==> src/hw/rtl/mck_pkg.sv <==
// Shared types, constants and lookup functions of the Morse keyer.
// Used by mck_ctrl, mck_dp and morse_code_keyer_unit; no dependencies.
package mck_pkg;

  localparam int unsigned WpmW    = 6;   // keying speed register
  localparam int unsigned DotW    = 11;  // dot unit in ms, 30..1200
  localparam int unsigned DurW    = 14;  // segment duration in ms
  localparam int unsigned PatW    = 6;   // most elements in one code
  localparam int unsigned LenW    = 3;
  localparam int unsigned CharW   = 8;
  localparam int unsigned InDataW  = 16; // char_code, next_is_symbol, pad
  localparam int unsigned OutDataW = 16; // key_on, duration_ms, pad

  localparam logic [WpmW-1:0] WpmMin   = 6'd1;
  localparam logic [WpmW-1:0] WpmMax   = 6'd40;
  localparam logic [DotW-1:0] DotReset = 11'd60;  // 1200 / 20

  localparam logic [CharW-1:0] CharSpace = 8'h20;

  // Dot unit per speed: 1200 / wpm, rounded down. Entry 0 is never used.
  localparam logic [DotW-1:0] DOT_TAB [0:40] = '{
    11'd1200, 11'd1200, 11'd600, 11'd400, 11'd300, 11'd240, 11'd200,
    11'd171,  11'd150,  11'd133, 11'd120, 11'd109, 11'd100, 11'd92,
    11'd85,   11'd80,   11'd75,  11'd70,  11'd66,  11'd63,  11'd60,
    11'd57,   11'd54,   11'd52,  11'd50,  11'd48,  11'd46,  11'd44,
    11'd42,   11'd41,   11'd40,  11'd38,  11'd37,  11'd36,  11'd35,
    11'd34,   11'd33,   11'd32,  11'd31,  11'd30,  11'd30
  };

  typedef enum logic [2:0] {
    S_IDLE,
    S_TONE,
    S_GAP,
    S_TAIL,
    S_SPACE
  } state_t;

  typedef enum logic [2:0] {
    EMIT_NONE,
    EMIT_TONE,
    EMIT_GAP,
    EMIT_TAIL,
    EMIT_SPACE
  } emit_t;

  typedef enum logic [1:0] {
    KIND_NONE,
    KIND_CODE,
    KIND_SPACE
  } kind_t;

  // Code entry: element 0 sits in pat[PatW-1], a set bit is a dash.
  typedef struct packed {
    logic            valid;
    logic [LenW-1:0] len;
    logic [PatW-1:0] pat;
  } code_t;

  typedef struct packed {
    logic  load;     // capture the offered character
    emit_t emit;     // segment to put into the output register
    logic  advance;  // step to the next element
  } dp_cmd_t;

  typedef struct packed {
    kind_t kind;       // class of the offered character
    logic  out_free;   // output register can take a segment this cycle
    logic  elem_final; // current element is the last of the code
    logic  next_sym;   // a three-dot gap closes the character
  } dp_stat_t;

  function automatic logic [WpmW-1:0] wpm_sat(input logic [WpmW-1:0] v);
    logic [WpmW-1:0] r;
    r = v;
    if (v < WpmMin) r = WpmMin;
    if (v > WpmMax) r = WpmMax;
    return r;
  endfunction

  function automatic code_t mk(input logic [LenW-1:0] len, input logic [PatW-1:0] pat);
    code_t c;
    c.valid = 1'b1;
    c.len   = len;
    c.pat   = pat;
    return c;
  endfunction

  function automatic code_t code_lookup(input logic [CharW-1:0] ch);
    logic [CharW-1:0] c;
    code_t            r;
    c = ch;
    if (ch >= 8'h61 && ch <= 8'h7A) c = ch - 8'h20;  // fold lower case
    unique case (c)
      8'h41: r = mk(3'd2, 6'b010000);  // A .-
      8'h42: r = mk(3'd4, 6'b100000);  // B -...
      8'h43: r = mk(3'd4, 6'b101000);  // C -.-.
      8'h44: r = mk(3'd3, 6'b100000);  // D -..
      8'h45: r = mk(3'd1, 6'b000000);  // E .
      8'h46: r = mk(3'd4, 6'b001000);  // F ..-.
      8'h47: r = mk(3'd3, 6'b110000);  // G --.
      8'h48: r = mk(3'd4, 6'b000000);  // H ....
      8'h49: r = mk(3'd2, 6'b000000);  // I ..
      8'h4A: r = mk(3'd4, 6'b011100);  // J .---
      8'h4B: r = mk(3'd3, 6'b101000);  // K -.-
      8'h4C: r = mk(3'd4, 6'b010000);  // L .-..
      8'h4D: r = mk(3'd2, 6'b110000);  // M --
      8'h4E: r = mk(3'd2, 6'b100000);  // N -.
      8'h4F: r = mk(3'd3, 6'b111000);  // O ---
      8'h50: r = mk(3'd4, 6'b011000);  // P .--.
      8'h51: r = mk(3'd4, 6'b110100);  // Q --.-
      8'h52: r = mk(3'd3, 6'b010000);  // R .-.
      8'h53: r = mk(3'd3, 6'b000000);  // S ...
      8'h54: r = mk(3'd1, 6'b100000);  // T -
      8'h55: r = mk(3'd3, 6'b001000);  // U ..-
      8'h56: r = mk(3'd4, 6'b000100);  // V ...-
      8'h57: r = mk(3'd3, 6'b011000);  // W .--
      8'h58: r = mk(3'd4, 6'b100100);  // X -..-
      8'h59: r = mk(3'd4, 6'b101100);  // Y -.--
      8'h5A: r = mk(3'd4, 6'b110000);  // Z --..
      8'h30: r = mk(3'd5, 6'b111110);  // 0
      8'h31: r = mk(3'd5, 6'b011110);  // 1
      8'h32: r = mk(3'd5, 6'b001110);  // 2
      8'h33: r = mk(3'd5, 6'b000110);  // 3
      8'h34: r = mk(3'd5, 6'b000010);  // 4
      8'h35: r = mk(3'd5, 6'b000000);  // 5
      8'h36: r = mk(3'd5, 6'b100000);  // 6
      8'h37: r = mk(3'd5, 6'b110000);  // 7
      8'h38: r = mk(3'd5, 6'b111000);  // 8
      8'h39: r = mk(3'd5, 6'b111100);  // 9
      8'h2E: r = mk(3'd6, 6'b010101);  // . .-.-.-
      8'h2C: r = mk(3'd6, 6'b110011);  // , --..--
      8'h3F: r = mk(3'd6, 6'b001100);  // ? ..--..
      8'h21: r = mk(3'd6, 6'b101011);  // ! -.-.--
      8'h2F: r = mk(3'd5, 6'b100100);  // / -..-.
      8'h28: r = mk(3'd5, 6'b101100);  // ( -.--.
      8'h29: r = mk(3'd6, 6'b101101);  // ) -.--.-
      8'h2D: r = mk(3'd6, 6'b100001);  // - -....-
      8'h3D: r = mk(3'd5, 6'b100010);  // = -...-
      8'h2B: r = mk(3'd5, 6'b010100);  // + .-.-.
      default: r = '0;
    endcase
    return r;
  endfunction

endpackage

==> src/hw/rtl/mck_ctrl.sv <==
// Sequencer of the Morse keyer: walks tone, gap, closing-gap and word-space segments.
// Depends on mck_pkg; drives mck_dp through dp_cmd_t, reads dp_stat_t.
module mck_ctrl (
  input  logic              clk,
  input  logic              rst_n,
  input  logic              in_tvalid,
  output logic              in_tready,
  input  mck_pkg::dp_stat_t stat,
  output mck_pkg::dp_cmd_t  cmd
);
  import mck_pkg::*;

  state_t state_r;
  state_t state_nxt;

  always_ff @(posedge clk) begin
    if (!rst_n) begin
      state_r <= S_IDLE;
    end else begin
      state_r <= state_nxt;
    end
  end

  always_comb begin
    state_nxt   = state_r;
    in_tready   = 1'b0;
    cmd.load    = 1'b0;
    cmd.emit    = EMIT_NONE;
    cmd.advance = 1'b0;
    unique case (state_r)
      S_IDLE: begin
        in_tready = 1'b1;
        if (in_tvalid) begin
          cmd.load = 1'b1;
          unique case (stat.kind)
            KIND_CODE:  state_nxt = S_TONE;
            KIND_SPACE: state_nxt = S_SPACE;
            default:    state_nxt = S_IDLE;  // unknown character: drop it
          endcase
        end
      end
      S_TONE: begin
        if (stat.out_free) begin
          cmd.emit = EMIT_TONE;
          if (!stat.elem_final) begin
            state_nxt = S_GAP;
          end else if (stat.next_sym) begin
            state_nxt = S_TAIL;
          end else begin
            state_nxt = S_IDLE;
          end
        end
      end
      S_GAP: begin
        if (stat.out_free) begin
          cmd.emit    = EMIT_GAP;
          cmd.advance = 1'b1;
          state_nxt   = S_TONE;
        end
      end
      S_TAIL: begin
        if (stat.out_free) begin
          cmd.emit  = EMIT_TAIL;
          state_nxt = S_IDLE;
        end
      end
      S_SPACE: begin
        if (stat.out_free) begin
          cmd.emit  = EMIT_SPACE;
          state_nxt = S_IDLE;
        end
      end
      default: state_nxt = S_IDLE;
    endcase
  end

  a_gap_to_tone: assert property (@(posedge clk) disable iff (!rst_n)
    (state_r == S_GAP && stat.out_free) |=> state_r == S_TONE)
    else $error("element gap not followed by a tone");

  a_close_to_idle: assert property (@(posedge clk) disable iff (!rst_n)
    ((state_r == S_TAIL || state_r == S_SPACE) && stat.out_free) |=> state_r == S_IDLE)
    else $error("closing segment did not end the character");

  a_final_no_gap: assert property (@(posedge clk) disable iff (!rst_n)
    (state_r == S_TONE && stat.out_free && stat.elem_final) |=> state_r != S_GAP)
    else $error("gap issued after final element");

endmodule

==> src/hw/rtl/mck_dp.sv <==
// Datapath of the Morse keyer: dot unit register, code capture, segment output register.
// Depends on mck_pkg; commanded by mck_ctrl.
module mck_dp (
  input  logic                         clk,
  input  logic                         rst_n,
  input  logic                         cfg_valid,
  input  logic [mck_pkg::WpmW-1:0]     cfg_data,
  input  logic [mck_pkg::InDataW-1:0]  in_tdata,
  output logic                         out_tvalid,
  input  logic                         out_tready,
  output logic [mck_pkg::OutDataW-1:0] out_tdata,
  output logic                         out_tlast,
  input  mck_pkg::dp_cmd_t             cmd,
  output mck_pkg::dp_stat_t            stat
);
  import mck_pkg::*;

  logic [DotW-1:0] dot_r;
  logic [PatW-1:0] pat_r;
  logic [LenW-1:0] rem_r;
  logic            nsym_r;
  logic            out_valid_r;
  logic            key_r;
  logic [DurW-1:0] dur_r;
  logic            last_r;

  code_t           code;
  logic [DurW-1:0] dot1;
  logic [DurW-1:0] dot3;
  logic [DurW-1:0] dot7;
  logic            key_nxt;
  logic [DurW-1:0] dur_nxt;
  logic            last_nxt;

  assign code = code_lookup(in_tdata[CharW-1:0]);

  assign stat.kind = (in_tdata[CharW-1:0] == CharSpace) ? KIND_SPACE :
                     code.valid                         ? KIND_CODE  :
                                                          KIND_NONE;

  assign stat.out_free   = !out_valid_r || out_tready;
  assign stat.elem_final = (rem_r == LenW'(1));
  assign stat.next_sym   = nsym_r;

  assign dot1 = DurW'(dot_r);
  assign dot3 = (dot1 << 1) + dot1;
  assign dot7 = (dot1 << 3) - dot1;

  always_comb begin
    key_nxt  = 1'b0;
    dur_nxt  = dot1;
    last_nxt = 1'b0;
    unique case (cmd.emit)
      EMIT_TONE: begin
        key_nxt  = 1'b1;
        dur_nxt  = pat_r[PatW-1] ? dot3 : dot1;
        last_nxt = stat.elem_final && !nsym_r;
      end
      EMIT_TAIL: begin
        dur_nxt  = dot3;
        last_nxt = 1'b1;
      end
      EMIT_SPACE: begin
        dur_nxt  = dot7;
        last_nxt = 1'b1;
      end
      default: begin
        dur_nxt = dot1;
      end
    endcase
  end

  always_ff @(posedge clk) begin
    if (!rst_n) begin
      dot_r       <= DotReset;
      out_valid_r <= 1'b0;
    end else begin
      if (cfg_valid) begin
        dot_r <= DOT_TAB[wpm_sat(cfg_data)];
      end
      if (cmd.emit != EMIT_NONE) begin
        out_valid_r <= 1'b1;
      end else if (out_tready) begin
        out_valid_r <= 1'b0;
      end
    end
  end

  always_ff @(posedge clk) begin
    if (cmd.load) begin
      pat_r  <= code.pat;
      rem_r  <= code.len;
      nsym_r <= in_tdata[CharW];
    end else if (cmd.advance) begin
      pat_r <= pat_r << 1;
      rem_r <= rem_r - LenW'(1);
    end
    if (cmd.emit != EMIT_NONE) begin
      key_r  <= key_nxt;
      dur_r  <= dur_nxt;
      last_r <= last_nxt;
    end
  end

  assign out_tvalid = out_valid_r;
  assign out_tdata  = {{(OutDataW-DurW-1){1'b0}}, dur_r, key_r};
  assign out_tlast  = last_r;

  a_dot_range: assert property (@(posedge clk) disable iff (!rst_n)
    (dot_r >= DotW'(30)) && (dot_r <= DotW'(1200)))
    else $error("dot unit out of range");

  a_tone_has_elem: assert property (@(posedge clk) disable iff (!rst_n)
    (cmd.emit == EMIT_TONE || cmd.emit == EMIT_GAP) |-> rem_r != '0)
    else $error("element issued with no element left");

  a_emit_into_free: assert property (@(posedge clk) disable iff (!rst_n)
    (cmd.emit != EMIT_NONE) |-> stat.out_free)
    else $error("segment issued over a waiting beat");

endmodule

==> src/hw/rtl/morse_code_keyer_unit.sv <==
// Morse keyer top level: one text character in, its key segments out.
// A character is taken in idle; its first segment goes into the output register once that is free.
// The mck_ctrl sequencer issues one segment per cycle while the output register drains;
//   a new character is taken only once the last one is issued; unknown characters give none.
// Reset: rst_n synchronous, active low; speed returns to 20 wpm, no beat pending.
// Depends on mck_pkg, mck_ctrl and mck_dp.
module morse_code_keyer_unit (
  input  logic                         clk,
  input  logic                         rst_n,
  // speed register write: words_per_minute, saturated to 1..40
  input  logic                         cfg_valid,
  output logic                         cfg_ready,
  input  logic [mck_pkg::WpmW-1:0]     cfg_data,
  // text input
  input  logic                         in_tvalid,
  output logic                         in_tready,
  input  logic [mck_pkg::InDataW-1:0]  in_tdata,   // [7:0] char_code, [8] next_is_symbol
  // key segments
  output logic                         out_tvalid,
  input  logic                         out_tready,
  output logic [mck_pkg::OutDataW-1:0] out_tdata,  // [0] key_on, [14:1] duration_ms
  output logic                         out_tlast   // last segment of the character
);
  import mck_pkg::*;

  dp_cmd_t  cmd;
  dp_stat_t stat;

  // The speed register takes a write on any cycle; the user must write only while idle, unenforced.
  assign cfg_ready = 1'b1;

  // Sequencer: accept a character in idle, then issue one segment per free output
  // slot: tones with gaps between, the closing three-dot gap if asked, or a word space.
  mck_ctrl u_ctrl (
    .clk       (clk),
    .rst_n     (rst_n),
    .in_tvalid (in_tvalid),
    .in_tready (in_tready),
    .stat      (stat),
    .cmd       (cmd)
  );

  // Datapath: hold the dot unit, the code being sent and the output beat.
  mck_dp u_dp (
    .clk        (clk),
    .rst_n      (rst_n),
    .cfg_valid  (cfg_valid),
    .cfg_data   (cfg_data),
    .in_tdata   (in_tdata),
    .out_tvalid (out_tvalid),
    .out_tready (out_tready),
    .out_tdata  (out_tdata),
    .out_tlast  (out_tlast),
    .cmd        (cmd),
    .stat       (stat)
  );

endmodule

==> config.mk <==
export PLATFORM = sky130hd
export DESIGN_NAME = morse_code_keyer_unit
export DESIGN_NICKNAME = d
export VERILOG_FILES = /design/src/hw/rtl/mck_pkg.sv /design/src/hw/rtl/mck_ctrl.sv /design/src/hw/rtl/mck_dp.sv /design/src/hw/rtl/morse_code_keyer_unit.sv
export SDC_FILE = /design/constraint.sdc
export NUM_CORES = 1
export LEC_CHECK = 0
export BUFFER_PORTS_ARGS = -buffer_cell sky130_fd_sc_hd__buf_2
export CORE_UTILIZATION = 40
export CTS_CLUSTER_DIAMETER = 80
export DETAILED_ROUTE_END_ITERATION = 8
export GPL_ROUTABILITY_DRIVEN = 0
export PLACE_DENSITY = 0.61
export SLEW_MARGIN = 25
export SYNTH_ARGS = -nofsm -noshare
export SYNTH_HDL_FRONTEND = slang
export SYNTH_SLANG_ARGS = --single-unit
export TNS_END_PERCENT = 20
==> constraint.sdc <==
create_clock -name clk -period 2.15 [get_ports clk]
set_input_delay 0.215 -clock clk [delete_from_list [all_inputs] [get_ports clk]]
set_output_delay 0.215 -clock clk [all_outputs]
set_load 0.01 [all_outputs]
# == After elaboration in Yosys (flattened, before gate mapping) ==
# Memories as Yosys holds them, arrays and structs flattened. A register that Yosys moved wholly into a read port is not among the register bits.
# Index checks and enable logic that the tools add are counted.
# Widths: inputs -> output; s select.
# op_classes
add_sub_neg,4
reduce_logical,13
eq_ne,15
order_cmp,4
bitwise_logic,1
n_mux,35
# op_table
cell,n
$pmux 14 s3,1
$mux 6,6
$mux 3,8
$pmux 3 s4,2
$mux 14,1
$sub 14x11->14,1
$add 12x11->13,1
$mux 10,1
$eq 3x1->1 const B,3
$eq 3x2->1 const B,3
$mux 1,9
$eq 8x6->1 const B,1
$ge 8x7->1 const B,1
$le 8x7->1 const B,1
$mux 2,4
$mux 8,1
$sub 8x6->8 const B,1
$not 6->7,1
$eq 3x3->1 const B,2
$gt 6x6->1 const B,1
$lt 6x1->1 const B,1
$ne 2x2->1 const B,3
$pmux 3 s2,1
$reduce_and 4->1,1
12 further kinds,17
# totals
out_inout_bits,20
register_bits,30
input_bits,27
wordCells,82
mem_count,2
romBits,1984
# memory_table
name,depth,width,read_ports,rd_ports_with_merged_regs,write_ports,line_no,text
(name not given),128,10,1,0,0,mck_pkg.sv:93,unique case (c)
(name not given),64,11,1,1,0,mck_dp.sv:79,dot_r <= DOT_TAB[wpm_sat(cfg_data)];

# == Logic depth before layout (Yosys ltp) ==
# An unclocked memory read counts as a cell.
# logic_depth
word_depth,11
mapped_depth,13
ltp_nobuf,11

# == Cells and area by module ==
# Synthesis repeated with hierarchy kept, for this count alone.
# hier_totals
hier_cells,525
hier_area_um2,4219.0
# by_module_without_submodules
mod,seq_area_each_um2,cells_each,area_per_inst_um2,instances
mck_dp,1021.0,496,3986.3,1
mck_ctrl,60.1,27,221.5,1
morse_code_keyer_unit,0.0,2,11.3,1

# == Worst setup path after synthesis ==
# OpenSTA, ideal clock, no wires.
# synth_timing
path_type,input -> register
start,input port cfg_data[2] in the netlist's numbering
end,register u_dp.dot_r[6]
arrival_time_ns,2.215
setup_time_ns,0.115
n_path_buf,2
t_required_ns,2.035
path_slack_ns,-0.180
stages,13
cell_sequence,buf_2 -> buf_1 -> nor2_1 -> a21oi_1 -> o21ai_0 -> inv_1 -> ha_1 -> nor2_1 -> a21oi_1 -> a21oi_1 -> a2bb2oi_1 -> o22ai_1 -> and2_1
# synth_between
elab_chain_len,6
word_cells_on_any_way,7
classes_between,order compare (2); mux (4); bitwise (1)
# synth_rtl
element,line_no,text
from (decl),morse_code_keyer_unit.sv:13,"input logic [mck_pkg::WpmW-1:0] cfg_data,"
$lt 6x1->1,mck_pkg.sv:75,if (v < WpmMin) r = WpmMin;
$mux 6,mck_pkg.sv:75,
$mux 6 (*),mck_pkg.sv:76,if (v > WpmMax) r = WpmMax;
$mux 6 (*),mck_dp.sv:78,if (cfg_valid) begin
$mux 6 (*),mck_dp.sv:74,if (!rst_n) begin
$not 6->7 (not written as such) (*),mck_dp.sv:79,
to (decl),mck_dp.sv:18,logic [DotW-1:0] dot_r;
# Mark *: on every way between the ends. The rest lies on a longest branch, timed or not. The select of a mux whose other input is x is not followed.
# A chain may end at the register's enable or synchronous reset.

# == Worst setup path after layout ==
# layout_timing
start,register u_dp.dot_r[2]
end,register u_dp.dur_r[8] (data pin)
# layout_between
elab_chain_len,3
word_cells_on_any_way,4
classes_between,add/sub (2); mux (2)
# layout_rtl
element,line_no,text
$add 12x11->13,mck_dp.sv:46,assign dot3 = (dot1 << 1) + dot1;
$mux 14,mck_dp.sv:56,dur_nxt = pat_r[PatW-1] ? dot3 : dot1;
$pmux 14 s3 (*),mck_dp.sv:53,unique case (cmd.emit)
named net u_dp.dur_nxt[8],mck_dp.sv:32,logic [DurW-1:0] dur_nxt;
to (signal assigned),mck_dp.sv:100,dur_r <= dur_nxt;
to (decl),mck_dp.sv:24,logic [DurW-1:0] dur_r;
# Mark *: on every way through the listed nets, which the timed path passes. The rest lies on a longest branch.

==> impl_metrics.toml <==
[power]
p_sw_frac = 0.316
p_leak_nw = 2.22
powerDensity_nw_per_um2 = 492
vdd_drop_max_uv = 324
combPwrFrac = 0.363
clockPowerShare = 0.281
p_switching_mw = 0.832
internal_power_mw = 1.80
seq_power_share = 0.356

[drt]
wire_per_inst_um = 15.3
drc_errors = 0
drt_iter0_drc = 234
vias_per_cell = 5.69
final_antenna_net_count = 0
drt-total-wl_um = 11400
first_pass_iters = 5
routed-via-count = 4259

[cts]
insertion_delay_ns = 0.30
cts_root_buf = "clkbuf_8"
cts_hold_buf = 0
cts.sinks = 41
cts_buffer_depth = 2
clkTransAtPathRegs_ns = 0.09
cts_made_buffers = 5
cts_tree = "built"
cts_max_level = 2

[setup_path]
path_class = "reg2reg"
r2r_end = "u_dp.dur_r[8]"
worstSetupStartpointType = "flip-flop"
r2r_slack_ns = -0.001
crit_chain = "inv_4 -> ha_4 -> a21o_4 -> a211oi_4 -> nor2_2 -> a2111oi_4 -> a21oi_2 -> a221o_1"
arrival_ns = 2.20
endpoint_kind = "flip-flop"
slowest_delay_ns = 0.39
r2r-start = "u_dp.dot_r[2]"
crit_fanout = 4
crit_slowest_cell = "dfxtp_4"
crit_required_ns = 2.20
r2r_cells = 8

[synth]
synth-edff-count = 26
synth-warning-count = 0
synthAdderAreaFrac = 0.131
synth_fp_nets = 604
synth_top_area_share = 0.179
synth_xor_area_frac = 0.0342
yosysUniqueCellTypes = 84
synth_area_leaders = "edfxtp_1, ha_1, dfxtp_1, o21ai_0, nand2_1"
synth_seq_area_share = 0.248
yosys.area_share.simple = 0.194
ys_async_sr_fraction = 0
syn_area_um2 = 4350
syn-mean-instance-area_um2 = 8.18
synth_top_family_by_area = "compound AO/OA/AOI/OAI gates"
syn-instance-count = 532
synth_compound_area_frac = 0.299
synth-seq-cells = 41
yosysTopAreaCell = "edfxtp_1"
muxShareOfSynthArea = 0.0224
yosys_most_used_dff = "edfxtp_1"

[placement]
dp_hpwl_um = 8650
dp_cells = 734
io_buffers = 37

[sta]
setup_viol = 1
fin_worst_skew_ns = 0.00955
rsz0062_at_grt = "yes"
period_share = 1.00
finalCriticalPeriod_ns = 2.15
finalHoldViolCount = 0
setup_slack_ns = -0.00119
fmax_mhz = 465
slew_violations = 0

[finish]
layoutNonFillerInstCount = 749
area_growth_pct = 22.8
antenna_cells = 0
n_fill_cell = 989
utilization = 0.513
drive_above_1_share = 0.271
layout.nets = 684

[global_route]
grt_antenna_before_repair = 0
grt_pass1_vias = 3873
gr-total-overflow = 0
track_usage = 0.199
grt_max_degree = 23
grt_pass1_wl_um = 18400

[status]
status = "complete, but fails checks"
violations = "negative setup slack"

[floorplan]
die_w_um = 106
rows = 37
core_region_area_um2 = 10400
boundaryPins = 47
initial_utilization = 0.418
die_area_um2 = 11300
dieHeight_um = 106

[hold_path]
hold_class = "in2reg"
hold-path-endpoint = "u_dp.nsym_r"
min_delay_path_depth = 1
worstHoldStart = "in_tdata[8]"

[job]
maxCapViolations = 0
-- flip-flops by register name (all words and copies together), names as in the netlist --
signal / flops
u_dp.dot_r: 11
u_dp.dur_r: 14
u_ctrl.state_r: 3
u_dp.out_tlast: 1
u_dp.key_r: 1
u_dp.nsym_r: 1
u_dp.out_tvalid: 1
u_dp.pat_r: 6
u_dp.rem_r: 3
-- worst max path at each step --
stage	start	end
floorplan	u_dp.dot_r[1]	u_dp.dur_r[8]
global placement	u_dp.dot_r[1]	u_dp.dur_r[8]
detailed placement	u_dp.dot_r[4]	u_dp.dur_r[13]
CTS	u_dp.dot_r[1]	u_dp.dur_r[8]
global route	u_dp.dot_r[2]	u_dp.dur_r[8]
finish	u_dp.dot_r[2]	u_dp.dur_r[8]
-- synthesized netlist by cell type, types with 5 or more instances --
library cell and instances:
a211oi_1 11, a21o_1 8, a21oi_1 34, a31oi_1 11, and2_1 10, and3_1 5
buf_2 10, buf_4 6, clkbuf_1 11, dfxtp_1 15, edfxtp_1 26, ha_1 44
inv_1 32, nand2_1 46, nand2b_1 11, nand3_1 9, nand4_1 6, nor2_1 37
nor2b_1 10, nor3_1 15, o21ai_0 37, o21ai_1 6, o221ai_1 5, o22ai_1 10
xnor2_1 11, xor2_1 6
-- metal layers --
layer  wire length (um)  global-route usage  up-vias
met2               5580               0.341       84
li1                   -                   -     2134
met4                126              0.0486        0
met5                  0                   0        -
met3                330              0.0215       10
met1               5390               0.266     2031
-- metrics by stage --
stage	instance area, um2	setup slack [ns]	power [mW]	hold slack (ns)	setup TNS [ns]
detailed placement	5000	-0.0983	1.82	0.394	-0.226
floorplan	4360	0.00639	1.53	0.314	0
global route	5350	-0.0670	2.77	0.0671	-0.161
finish	5350	-0.00119	2.63	0.0794	-0.00119
global placement	5000	-0.0202	1.81	0.391	-0.0210
CTS	5170	-0.0562	2.58	0.0687	-0.129
-- power by group through the flow --
stage	combinational [mW]	sequential (mW)	clock, mW
2_1_floorplan	0.578	0.956	0
3_3_place_gp	0.856	0.951	0
3_5_place_dp	0.872	0.952	0
4_1_cts	0.892	0.934	0.756
5_1_grt	1.05	0.945	0.780
6_report	0.954	0.937	0.741
-- cells by family (layout without fill, tap and decap cells) --
group | Yosys count | in the layout
muxes | 7 | 7
AOI/OAI and AO/OA | 184 | 184
adders and majority gates | 45 | 45
DFF | 41 | 41
other | 2 | 2
buffers and inverters | 68 | 149
and+or+nand+nor | 168 | 168
xor gates and xnor gates | 17 | 17
-- cell type report --
cell class,instances,area (um2),area share
clock inverters,3,65.1,0.0122
multi-input cells,423,3110,0.581
clock buffers,5,68.8,0.0129
repair buffers,103,688,0.129
well taps,136,170,0.0318
inverters,38,148,0.0276
flip-flops and latches,41,1100,0.205
-- placed cells by master, fill, tap and decap left out, drive strengths merged, types with 11 or more instances in the layout --
cell type  synthesis  final
nor2              41     41
a31oi             11     11
a21oi             36     36
xnor2             11     11
and2              11     11
o21ai             43     43
nand2             47     47
nor3              16     16
buf               18    103
inv               34     34
dfxtp             15     15
nand2b            11     11
a211oi            13     13
edfxtp            26     26
ha                44     44
-- what timing repair did --
item | in CTS | in global routing
resized for setup | 5 | 33
buffers inserted | 2 | 5
pin swaps | 3 | 19
setup endpoints to repair | 6 | 7
-- worst max-delay path, delay by kind of cell (launching register included) --
family	cells	cell delay [ns]
buf+inv	1	0.05
simple gates	1	0.07
fa+ha+maj	1	0.22
compound gates	5	1.18
flops	1	0.39
Power figures use the tool's default switching activity.
